--- src/hw/rtl/tbhs_pkg.sv ---
`timescale 1ns / 1ps

package tbhs_pkg;

  // fixed-point formats
  localparam int COUNT_W  = 32;
  localparam int DRIVE_FB = 16;
  localparam int GAIN_FB  = 20;
  localparam int DRIVE_W  = DRIVE_FB + 1;

  // speed divider geometry: numerator 2*|dcount|*scale + dt, denominator 2*dt
  localparam int QUO_W = 24;
  localparam int DEN_W = 33;
  localparam int NUM_W = COUNT_W + 17;

  localparam logic [15:0] DEFAULT_GAIN  = 16'd1049;
  localparam logic [15:0] RPM_SCALE_RST = 16'd24490;

  localparam logic signed [23:0] SPEED_MAX = 24'sh7FFFFF;
  localparam logic signed [23:0] SPEED_MIN = 24'sh800000;

  typedef enum logic [2:0] {
    REG_TARGET    = 3'd0,
    REG_PREDICTED = 3'd1,
    REG_GAIN_CHG  = 3'd2,
    REG_GAIN_STDY = 3'd3,
    REG_RPM_SCALE = 3'd4
  } reg_idx_e;

  typedef struct packed {
    logic             start;
    logic [NUM_W-1:0] num;
    logic [DEN_W-1:0] den;
  } div_req_t;

  typedef struct packed {
    logic             done;
    logic [QUO_W-1:0] quo;
  } div_rsp_t;

endpackage

--- src/hw/rtl/tbhs_div.sv ---
`timescale 1ns / 1ps

// Restoring divider, one quotient bit per cycle. The caller guarantees
// num < den * 2^QUO_W, so the quotient fits QUO_W bits.
module tbhs_div (
  input  logic                clk_i,
  input  logic                rst_ni,
  input  tbhs_pkg::div_req_t  req_i,
  output tbhs_pkg::div_rsp_t  rsp_o
);

  localparam int CNT_W = $clog2(tbhs_pkg::QUO_W + 1);

  logic                        busy_q;
  logic                        done_q;
  logic [CNT_W-1:0]            cnt_q;
  logic [tbhs_pkg::DEN_W-1:0]  rem_q;
  logic [tbhs_pkg::DEN_W-1:0]  den_q;
  logic [tbhs_pkg::QUO_W-1:0]  nlo_q;
  logic [tbhs_pkg::QUO_W-1:0]  quo_q;

  logic [tbhs_pkg::DEN_W+1:0]  trial;
  logic                        borrow;

  assign trial  = {1'b0, rem_q, nlo_q[tbhs_pkg::QUO_W-1]} - {2'b00, den_q};
  assign borrow = trial[tbhs_pkg::DEN_W+1];

  always_ff @(posedge clk_i or negedge rst_ni) begin
    if (!rst_ni) begin
      busy_q <= 1'b0;
      done_q <= 1'b0;
      cnt_q  <= '0;
    end else begin
      done_q <= 1'b0;
      if (req_i.start) begin
        busy_q <= 1'b1;
        cnt_q  <= CNT_W'(tbhs_pkg::QUO_W);
      end else if (busy_q) begin
        cnt_q <= cnt_q - CNT_W'(1);
        if (cnt_q == CNT_W'(1)) begin
          busy_q <= 1'b0;
          done_q <= 1'b1;
        end
      end
    end
  end

  always_ff @(posedge clk_i) begin
    if (req_i.start) begin
      rem_q <= tbhs_pkg::DEN_W'(req_i.num >> tbhs_pkg::QUO_W);
      nlo_q <= req_i.num[tbhs_pkg::QUO_W-1:0];
      den_q <= req_i.den;
      quo_q <= '0;
    end else if (busy_q) begin
      if (borrow) begin
        rem_q <= {rem_q[tbhs_pkg::DEN_W-2:0], nlo_q[tbhs_pkg::QUO_W-1]};
      end else begin
        rem_q <= trial[tbhs_pkg::DEN_W-1:0];
      end
      nlo_q <= {nlo_q[tbhs_pkg::QUO_W-2:0], 1'b0};
      quo_q <= {quo_q[tbhs_pkg::QUO_W-2:0], ~borrow};
    end
  end

  assign rsp_o.done = done_q;
  assign rsp_o.quo  = quo_q;

endmodule

--- src/hw/rtl/take_back_half_speed_controller.sv ---
`timescale 1ns / 1ps

// Take-back-half wheel speed controller. Each input transfer (encoder count,
// millisecond time) yields one output transfer: motor power 0..127, measured
// speed in Q15.8 rpm, a crossing flag and a zero-interval flag. The speed
// divider yields one quotient bit per cycle, 24 quotient bits in all, and
// hands the quotient over in a registered done flag. A tick with a zero
// interval skips the speed path; a tick whose quotient cannot fit 24 bits
// skips the divider. The input stalls while a tick is in progress; a finished
// result waits in the output register without blocking the next input, but
// that next tick holds in its last step until the waiting result has been
// taken. Configuration writes belong only where no tick is in flight; writing
// target_speed re-arms the crossing logic, drive level is kept.
module take_back_half_speed_controller (
  input  logic                clk_i,
  input  logic                rst_ni,
  input  logic                in_valid_i,
  output logic                in_stall_o,
  input  logic signed [31:0]  encoder_count_i,
  input  logic        [31:0]  time_ms_i,
  output logic                out_valid_o,
  input  logic                out_stall_i,
  output logic        [6:0]   motor_power_o,
  output logic signed [23:0]  speed_o,
  output logic                crossed_o,
  output logic                bad_interval_o,
  input  logic                cfg_we_i,
  input  logic        [2:0]   cfg_idx_i,
  input  logic        [16:0]  cfg_data_i
);

  localparam int CW     = tbhs_pkg::COUNT_W;
  localparam int DW     = tbhs_pkg::DRIVE_W;
  localparam int DFB    = tbhs_pkg::DRIVE_FB;
  localparam int NW     = tbhs_pkg::NUM_W;
  localparam int QW     = tbhs_pkg::QUO_W;
  localparam int EW     = 26;
  localparam int PW     = EW + 17;
  localparam int SHIFT  = 8 + tbhs_pkg::GAIN_FB - DFB;
  localparam int SH_R   = (SHIFT > 0) ? SHIFT : 0;
  localparam int SH_L   = (SHIFT < 0) ? -SHIFT : 0;
  localparam int RND    = (SH_R > 0) ? (1 << (SH_R - 1)) : 0;
  localparam int XW     = PW + SH_L + 1;
  localparam int SW     = XW + 1;
  localparam int CMP_W  = tbhs_pkg::DEN_W + QW;

  localparam logic [DW-1:0]   ONE  = DW'(1) << DFB;
  localparam logic [DW+6:0]   HALF = (DW + 7)'(1) << (DFB - 1);
  localparam logic [QW-1:0]   Q_POS_MAX = QW'(8388607);
  localparam logic [QW-1:0]   Q_NEG_MAX = QW'(8388608);

  localparam logic [1:0] SGN_ZERO = 2'b00;
  localparam logic [1:0] SGN_POS  = 2'b01;
  localparam logic [1:0] SGN_NEG  = 2'b11;

  typedef enum logic [8:0] {
    ST_IDLE = 9'b000000001,
    ST_MUL  = 9'b000000010,
    ST_CHK  = 9'b000000100,
    ST_DIV  = 9'b000001000,
    ST_SAT  = 9'b000010000,
    ST_ERR  = 9'b000100000,
    ST_MULG = 9'b001000000,
    ST_ACC  = 9'b010000000,
    ST_UPD  = 9'b100000000
  } state_e;

  function automatic logic [1:0] sign_code(input logic signed [EW-1:0] v);
    logic [1:0] s;
    if (v == '0) begin
      s = SGN_ZERO;
    end else if (v[EW-1]) begin
      s = SGN_NEG;
    end else begin
      s = SGN_POS;
    end
    return s;
  endfunction

  function automatic logic [15:0] pick_gain(input logic [15:0] g);
    return (g == '0) ? tbhs_pkg::DEFAULT_GAIN : g;
  endfunction

  function automatic logic signed [EW-1:0] error_of(input logic [12:0] tgt,
                                                    input logic signed [23:0] spd);
    return $signed({{(EW - 21){1'b0}}, tgt, 8'h00}) - {{(EW - 24){spd[23]}}, spd};
  endfunction

  state_e state_q;

  // configuration
  logic [12:0] target_q;
  logic [16:0] pred_q;
  logic [15:0] gain_chg_q;
  logic [15:0] gain_stdy_q;
  logic [15:0] scale_q;

  // controller state
  logic [CW-1:0]        last_cnt_q;
  logic [31:0]          last_time_q;
  logic signed [23:0]   speed_q;
  logic [DW-1:0]        drive_q;
  logic [DW-1:0]        dac_q;
  logic [1:0]           sign_q;
  logic                 await_q;
  logic [15:0]          gain_q;

  // per-tick work registers
  logic signed [CW-1:0] dcnt_q;
  logic [31:0]          dt_q;
  logic                 bad_q;
  logic [NW-1:0]        num_q;
  logic [tbhs_pkg::DEN_W-1:0] den_q;
  logic                 ovf_q;
  logic signed [EW-1:0] err_q;
  logic signed [PW-1:0] prod_q;
  logic signed [XW-1:0] delta_q;

  // output register
  logic                 out_valid_q;
  logic [6:0]           pwr_q;
  logic signed [23:0]   spd_out_q;
  logic                 crossed_q;
  logic                 bad_out_q;

  tbhs_pkg::div_req_t   div_req;
  tbhs_pkg::div_rsp_t   div_rsp;

  logic                 in_xfer;
  logic                 out_free;

  // datapath terms
  logic [CW-1:0]        cnt_mag;
  logic [CW+15:0]       cnt_prod;
  logic                 ovf_now;
  logic signed [23:0]   speed_new;
  logic [PW-1:0]        prod_abs;
  logic [XW-1:0]        inc_mag;
  logic signed [SW-1:0] drive_sum;
  logic [DW-1:0]        drive_clamp;
  logic [DW:0]          drive_avg;
  logic [DW-1:0]        pred_sat;
  logic [1:0]           sign_now;
  logic                 cross_now;
  logic [DW-1:0]        drive_new;
  logic [DW+6:0]        pwr_full;
  logic signed [EW-1:0] cfg_err;

  assign in_stall_o = (state_q != ST_IDLE);
  assign in_xfer    = in_valid_i && !in_stall_o;
  assign out_free   = !out_valid_q || !out_stall_i;

  assign div_req.start = (state_q == ST_CHK) && !ovf_now;
  assign div_req.num   = num_q;
  assign div_req.den   = den_q;

  tbhs_div u_div (
    .clk_i  (clk_i),
    .rst_ni (rst_ni),
    .req_i  (div_req),
    .rsp_o  (div_rsp)
  );

  always_comb begin
    cnt_mag  = dcnt_q[CW-1] ? CW'(-dcnt_q) : CW'(dcnt_q);
    cnt_prod = cnt_mag * scale_q;
    ovf_now  = (CMP_W'(num_q) >= {den_q, {QW{1'b0}}});

    if (!dcnt_q[CW-1]) begin
      speed_new = (ovf_q || (div_rsp.quo > Q_POS_MAX)) ? tbhs_pkg::SPEED_MAX
                                                       : $signed(div_rsp.quo);
    end else begin
      speed_new = (ovf_q || (div_rsp.quo > Q_NEG_MAX)) ? tbhs_pkg::SPEED_MIN
                                                       : $signed(-div_rsp.quo);
    end

    // increment: |err*gain| rounded half away from zero into drive format
    prod_abs = prod_q[PW-1] ? PW'(-prod_q) : PW'(prod_q);
    inc_mag  = XW'((prod_abs + PW'(RND)) >> SH_R) << SH_L;

    drive_sum = $signed({{(SW - DW){1'b0}}, drive_q}) + {delta_q[XW-1], delta_q};
    if (drive_sum[SW-1]) begin
      drive_clamp = '0;
    end else if (drive_sum > $signed(SW'(ONE))) begin
      drive_clamp = ONE;
    end else begin
      drive_clamp = drive_sum[DW-1:0];
    end

    drive_avg = ({1'b0, drive_clamp} + {1'b0, dac_q} + (DW + 1)'(1)) >> 1;
    pred_sat  = (32'(pred_q) > 32'(ONE)) ? ONE : DW'(pred_q);
    sign_now  = sign_code(err_q);
    cross_now = (sign_now != sign_q);

    if (!cross_now) begin
      drive_new = drive_clamp;
    end else if (await_q) begin
      drive_new = pred_sat;
    end else begin
      drive_new = drive_avg[DW-1:0];
    end

    // drive*127 + half, done as drive*128 - drive
    pwr_full = {drive_new, 7'b0} - (DW + 7)'(drive_new) + HALF;

    cfg_err = error_of(cfg_data_i[12:0], speed_q);
  end

  always_ff @(posedge clk_i or negedge rst_ni) begin
    if (!rst_ni) begin
      state_q     <= ST_IDLE;
      target_q    <= '0;
      pred_q      <= '0;
      gain_chg_q  <= '0;
      gain_stdy_q <= '0;
      scale_q     <= tbhs_pkg::RPM_SCALE_RST;
      last_cnt_q  <= '0;
      last_time_q <= '0;
      speed_q     <= '0;
      drive_q     <= '0;
      dac_q       <= '0;
      sign_q      <= SGN_ZERO;
      await_q     <= 1'b0;
      gain_q      <= '0;
      out_valid_q <= 1'b0;
    end else begin
      if (out_valid_q && !out_stall_i) begin
        out_valid_q <= 1'b0;
      end

      case (state_q)
        ST_IDLE: begin
          if (in_xfer) begin
            last_cnt_q  <= encoder_count_i[CW-1:0];
            last_time_q <= time_ms_i;
            state_q     <= ST_MUL;
          end
        end
        ST_MUL: begin
          state_q <= bad_q ? ST_ERR : ST_CHK;
        end
        ST_CHK: begin
          state_q <= ovf_now ? ST_SAT : ST_DIV;
        end
        ST_DIV: begin
          if (div_rsp.done) begin
            state_q <= ST_SAT;
          end
        end
        ST_SAT: begin
          speed_q <= speed_new;
          state_q <= ST_ERR;
        end
        ST_ERR: begin
          state_q <= ST_MULG;
        end
        ST_MULG: begin
          state_q <= ST_ACC;
        end
        ST_ACC: begin
          state_q <= ST_UPD;
        end
        ST_UPD: begin
          if (out_free) begin
            drive_q <= drive_new;
            sign_q  <= sign_now;
            if (cross_now) begin
              dac_q <= drive_new;
              if (await_q) begin
                await_q <= 1'b0;
                if (target_q != '0) begin
                  gain_q <= pick_gain(gain_stdy_q);
                end
              end
            end
            out_valid_q <= 1'b1;
            state_q     <= ST_IDLE;
          end
        end
        default: begin
          state_q <= ST_IDLE;
        end
      endcase

      // the user must write only while idle; the block itself does not enforce this
      if (cfg_we_i) begin
        case (cfg_idx_i)
          tbhs_pkg::REG_TARGET: begin
            target_q <= cfg_data_i[12:0];
            sign_q   <= sign_code(cfg_err);
            dac_q    <= '0;
            await_q  <= 1'b1;
            gain_q   <= pick_gain(gain_chg_q);
          end
          tbhs_pkg::REG_PREDICTED: pred_q      <= cfg_data_i;
          tbhs_pkg::REG_GAIN_CHG:  gain_chg_q  <= cfg_data_i[15:0];
          tbhs_pkg::REG_GAIN_STDY: gain_stdy_q <= cfg_data_i[15:0];
          tbhs_pkg::REG_RPM_SCALE: scale_q     <= cfg_data_i[15:0];
          default: ;
        endcase
      end
    end
  end

  // work registers, no reset needed
  always_ff @(posedge clk_i) begin
    case (state_q)
      ST_IDLE: begin
        dcnt_q <= $signed(encoder_count_i[CW-1:0] - last_cnt_q);
        dt_q   <= time_ms_i - last_time_q;
        bad_q  <= (time_ms_i == last_time_q);
      end
      ST_MUL: begin
        num_q <= NW'({cnt_prod, 1'b0}) + NW'(dt_q);
        den_q <= {dt_q, 1'b0};
      end
      ST_CHK: begin
        ovf_q <= ovf_now;
      end
      ST_ERR: begin
        err_q <= error_of(target_q, speed_q);
      end
      ST_MULG: begin
        prod_q <= err_q * $signed({1'b0, gain_q});
      end
      ST_ACC: begin
        delta_q <= prod_q[PW-1] ? $signed(-inc_mag) : $signed(inc_mag);
      end
      ST_UPD: begin
        if (out_free) begin
          pwr_q     <= pwr_full[DFB+6:DFB];
          spd_out_q <= speed_q;
          crossed_q <= cross_now;
          bad_out_q <= bad_q;
        end
      end
      default: ;
    endcase
  end

  assign out_valid_o    = out_valid_q;
  assign motor_power_o  = pwr_q;
  assign speed_o        = spd_out_q;
  assign crossed_o      = crossed_q;
  assign bad_interval_o = bad_out_q;

  a_div_done_in_div: assert property (@(posedge clk_i) disable iff (!rst_ni)
    div_rsp.done |-> (state_q == ST_DIV))
    else $error("divider finished outside divide step");

  a_drive_in_range: assert property (@(posedge clk_i) disable iff (!rst_ni)
    drive_q <= ONE)
    else $error("drive level above full power");

  a_accept_starts: assert property (@(posedge clk_i) disable iff (!rst_ni)
    in_xfer |=> (state_q == ST_MUL))
    else $error("input transfer did not start a tick");

  a_result_once: assert property (@(posedge clk_i) disable iff (!rst_ni)
    (state_q == ST_UPD && out_free) |=> (out_valid_q && state_q == ST_IDLE))
    else $error("result not posted at end of tick");

endmodule
--- config.mk ---
export PLATFORM = sky130hd
export DESIGN_NAME = take_back_half_speed_controller
export DESIGN_NICKNAME = d
export VERILOG_FILES = /design/src/hw/rtl/tbhs_pkg.sv /design/src/hw/rtl/tbhs_div.sv /design/src/hw/rtl/take_back_half_speed_controller.sv
export SDC_FILE = /design/constraint.sdc
export NUM_CORES = 2
export LEC_CHECK = 0
export BUFFER_PORTS_ARGS = -buffer_cell sky130_fd_sc_hd__buf_2
export CAP_MARGIN = 25
export CORE_AREA = 2 2 377 342
export CTS_CLUSTER_SIZE = 14
export DETAILED_ROUTE_END_ITERATION = 16
export DIE_AREA = 0 0 379 344
export GPL_TIMING_DRIVEN = 1
export PLACE_DENSITY_LB_ADDON = 0.2
export SLEW_MARGIN = 10
export SYNTH_ARGS = -nofsm -noshare
export SYNTH_HDL_FRONTEND = slang
export SYNTH_SLANG_ARGS = --single-unit
--- constraint.sdc ---
create_clock -name clk_i -period 9.75 [get_ports clk_i]
set_input_delay 1.4625 -clock clk_i [delete_from_list [all_inputs] [get_ports clk_i]]
set_output_delay 1.4625 -clock clk_i [all_outputs]
set_load 0.005 [all_outputs]
==> results_dict.tcl <==
set metrics [dict create \
    ys_seq_elements 639 \
    boundaryPins 124 \
    timing.fmax_mhz 107 \
    dieArea_sq_mm 0.130 \
    ff2ff_path_depth 40 \
    r2r-start "dcnt_q[0]$_DFFE_PN_" \
    cp.arrival_ns 9.84 \
    period_minus_slack_ns 9.32 \
    synth_fa_ha_area_frac 0.325 \
    ys_types 98 \
    synth_top_cell_by_area "fa_1" \
    synthMuxAreaShare 0.0229 \
    ys_top_cells_by_area "fa_1, edfxtp_1, ha_1" \
    clk_latency_ns 0.72 \
    finalCritPeriodShare 0.956 \
    portBuffers 123 \
    die_x_um 379 \
    antenna_found_initial 19 \
    fin_skew_ns 0.0617 \
    drc 0 \
    cts_buffers 75 \
    drt_iter0_markers 3811 \
    slew_violations 0 \
    met3_length_um 12700 \
    start_util 0.537 \
    cpMostUsedCell "inv_1" \
    fin_area_sq_mm 0.0737 \
    synth_nets 8623 \
    placed_area_sq_mm 0.0706 \
    hp-class "reg2reg" \
    fin_nets 8706 \
    hpwl_um 143000 \
    slew_headroom 0.295 \
    cts_tree "yes" \
    clock-sinks 639 \
    whs_endpoint "num_q[0]$_DFFE_PN_" \
    grt_start_max_net_pins 117 \
    firstDrtPassIters 5 \
    status "complete, no violations" \
    synthFlopType "edfxtp_1" \
    synth_compound_gate_area_share 0.100 \
    syn_area_sq_mm 0.0678 \
    clk_transition_reported_paths_ns 0.06 \
    drt_wl_total_um 182000 \
    cp-end-kind "register" \
    worst_slew_pin_slew_ns 1.06 \
    grt_pass1_wl_um 291000 \
    yosys.area_share.simple 0.164 \
    cpMaxStageDelayCell "fa_1" \
    max-clock-path-buffers 3 \
    ant_nets 0 \
    syn_to_final_growth_pct 8.76 \
    drive_above_1_share 0.0849 \
    max_cap_viol_count 0 \
    hold_depth 0 \
    dr.max_layer_used "met5" \
    grt_overflow 0 \
    gp_congestion 0.946 \
    htree_levels 3 \
    fp-row-count 124 \
    max_stage_delay_ns 0.55 \
    avgRoutedWirePerCell_um 19.9 \
    cp.required_ns 10.27 \
    routed_via_density 5.64 \
    synth_top_family_by_area "adder cells" \
    yosys_warnings 0 \
    setup_ws_ns 0.426 \
    grtUsageTotal 0.286 \
    startpoint_type "register" \
    cts_hold_buf 0 \
    rsz0062_at_grt "true" \
    worstSetupPathType "reg2reg" \
    setup_viol 0 \
    rrSetupSlack_ns 0.43 \
    synth-seq-area-share 0.261 \
    grt_pass1_vias 52500 \
    r2r-end "num_q[37]$_DFFE_PN_" \
    vias 51400 \
    syn_avg_cell_area_sq_um 9.33 \
    synthArstFlopShare 0.369 \
    holdCritStartpoint "dt_q[0]$_DFFE_PN_" \
    dp_slack_ns 0.0553 \
    drt-met1-wl_um 76100 \
    synth.top_cell.area_share 0.240 \
    synthCells 7261 \
    cts-root-buf "clkbuf_16" \
    hold_viol_final 0 \
    core_sq_mm 0.126 \
    synth_xor_area_frac 0.0470 \
    critPathMaxFanout 6 \
    synth_edf_count 371 \
    wl_met2_um 86200 \
    die_h_um 344 \
]
[sequential cells by signal, indices dropped and copies added, names as in the netlist, 33 cells and up]
register / flops
prod_q: 42
delta_q: 44
num_q: 49
u_div.rem_q: 33
[repair_timing]
item,in CTS,in global routing
setup buffers,0,18
resized for setup,0,67
setup endpoints to repair,0,23
[worst max-delay path: cells and delay by family, from the launching register on]
family,cells,cell delay [ns]
AOI/OAI and AO/OA,12,2.15
buffers and inverters,10,0.91
DFF,1,0.40
xor gates and xnor gates,3,0.58
and+or+nand+nor,7,1.46
adders and majority gates,8,3.62
[how the worst max path moves through the flow]
stage / startpoint / end / slack (ns)
6_report: dcnt_q[0]$_DFFE_PN_ / num_q[37]$_DFFE_PN_ / 0.43
5_1_grt: dcnt_q[1]$_DFFE_PN_ / num_q[48]$_DFFE_PN_ / -0.10
4_1_cts: dcnt_q[0]$_DFFE_PN_ / num_q[48]$_DFFE_PN_ / 0.006
3_5_place_dp: dcnt_q[0]$_DFFE_PN_ / num_q[48]$_DFFE_PN_ / 0.06
3_3_place_gp: dcnt_q[0]$_DFFE_PN_ / num_q[48]$_DFFE_PN_ / 0.11
2_1_floorplan: dcnt_q[0]$_DFFE_PN_ / num_q[48]$_DFFE_PN_ / 0.09
[layer usage]
layer | vias up | global-route usage
li1 | 23900 | -
met1 | 25600 | 0.381
met2 | 1674 | 0.476
met3 | 312 | 0.0501
met4 | 16 | 0.0947
met5 | - | 0
[cell families (layout without fill, tap and decap cells)]
family,Yosys count,in the layout
flip-flops,639,639
buffers and inverters,1413,1559
AO/OA/AOI/OAI,1078,1078
adder cells (fa/ha/maj),1275,1275
other,0,6
multiplexers,144,144
XOR/XNOR,364,364
AND/OR/NAND/NOR,2348,2348
[Yosys cell counts, types with 32 or more instances]
master / count
nor2b_1: 44
or3_1: 47
ha_1: 459
a211oi_1: 35
nand3_1: 99
nor2_1: 384
o21a_1: 58
xnor2_1: 256
and2_1: 352
a31oi_1: 44
a21boi_0: 32
clkbuf_1: 261
fa_1: 814
nand2b_1: 50
nor4_1: 56
xor2_1: 108
nand2_1: 1003
o21ai_0: 288
mux2i_1: 53
and3_1: 40
a21o_1: 72
dfrtp_1: 225
dfxtp_1: 32
nor3_1: 118
inv_1: 1129
mux2_2: 90
nand4_1: 53
edfxtp_1: 371
a21oi_1: 299
[per-stage QoR]
step	hold WS [ns]	setup TNS, ns	utilization	std cells
final	0.426	0	0.584	9114
after global routing	0.453	-0.366	0.584	9108
after CTS	0.432	0	0.579	9083
after detailed placement	0.419	0	0.559	8943
after global placement	0.401	0	0.559	8943
after floorplan	0.400	0	-	7261
[area by class of cell]
cell class / count / area [sq um]
Fill cell: 11000 / 52600
Inverter: 1131 / 4250
Antenna cell: 6 / 15.0
Clock inverter: 45 / 549
Multi-Input combinational cell: 5209 / 45100
Clock buffer: 95 / 2020
Timing Repair Buffer: 288 / 1940
Tap cell: 1701 / 2130
Sequential cell: 639 / 17700
[placed cells by master, fill, tap and decap left out, types with 15 or more instances in the layout]
cell       instances
nand4_1           53
o21a_1            58
nand3b_1          15
and2_1           352
o21ai_0          280
nand3_1           98
nor4_1            54
nand2b_1          49
o31ai_1           27
or3_1             47
buf_4            154
mux2i_1           53
ha_1             458
o211ai_1          20
mux2_2            90
and3_1            40
edfxtp_1         371
buf_2            122
fa_1             814
a211oi_1          34
nor3_1           116
xor2_1           108
inv_1           1127
a21boi_0          30
clkbuf_16         75
dfrtp_1          224
a41oi_1           15
a21o_1            72
or2_2             23
a21oi_1          287
o21ai_1           15
xnor2_1          245
a31oi_1           42
nor2_1           382
dfxtp_1           32
nor2b_1           42
nand2_1         1002
o21bai_1          29
Power is left out: the tool's default activity adds up to more than one toggle a clock period on the data nets, which glitch-free logic cannot reach.
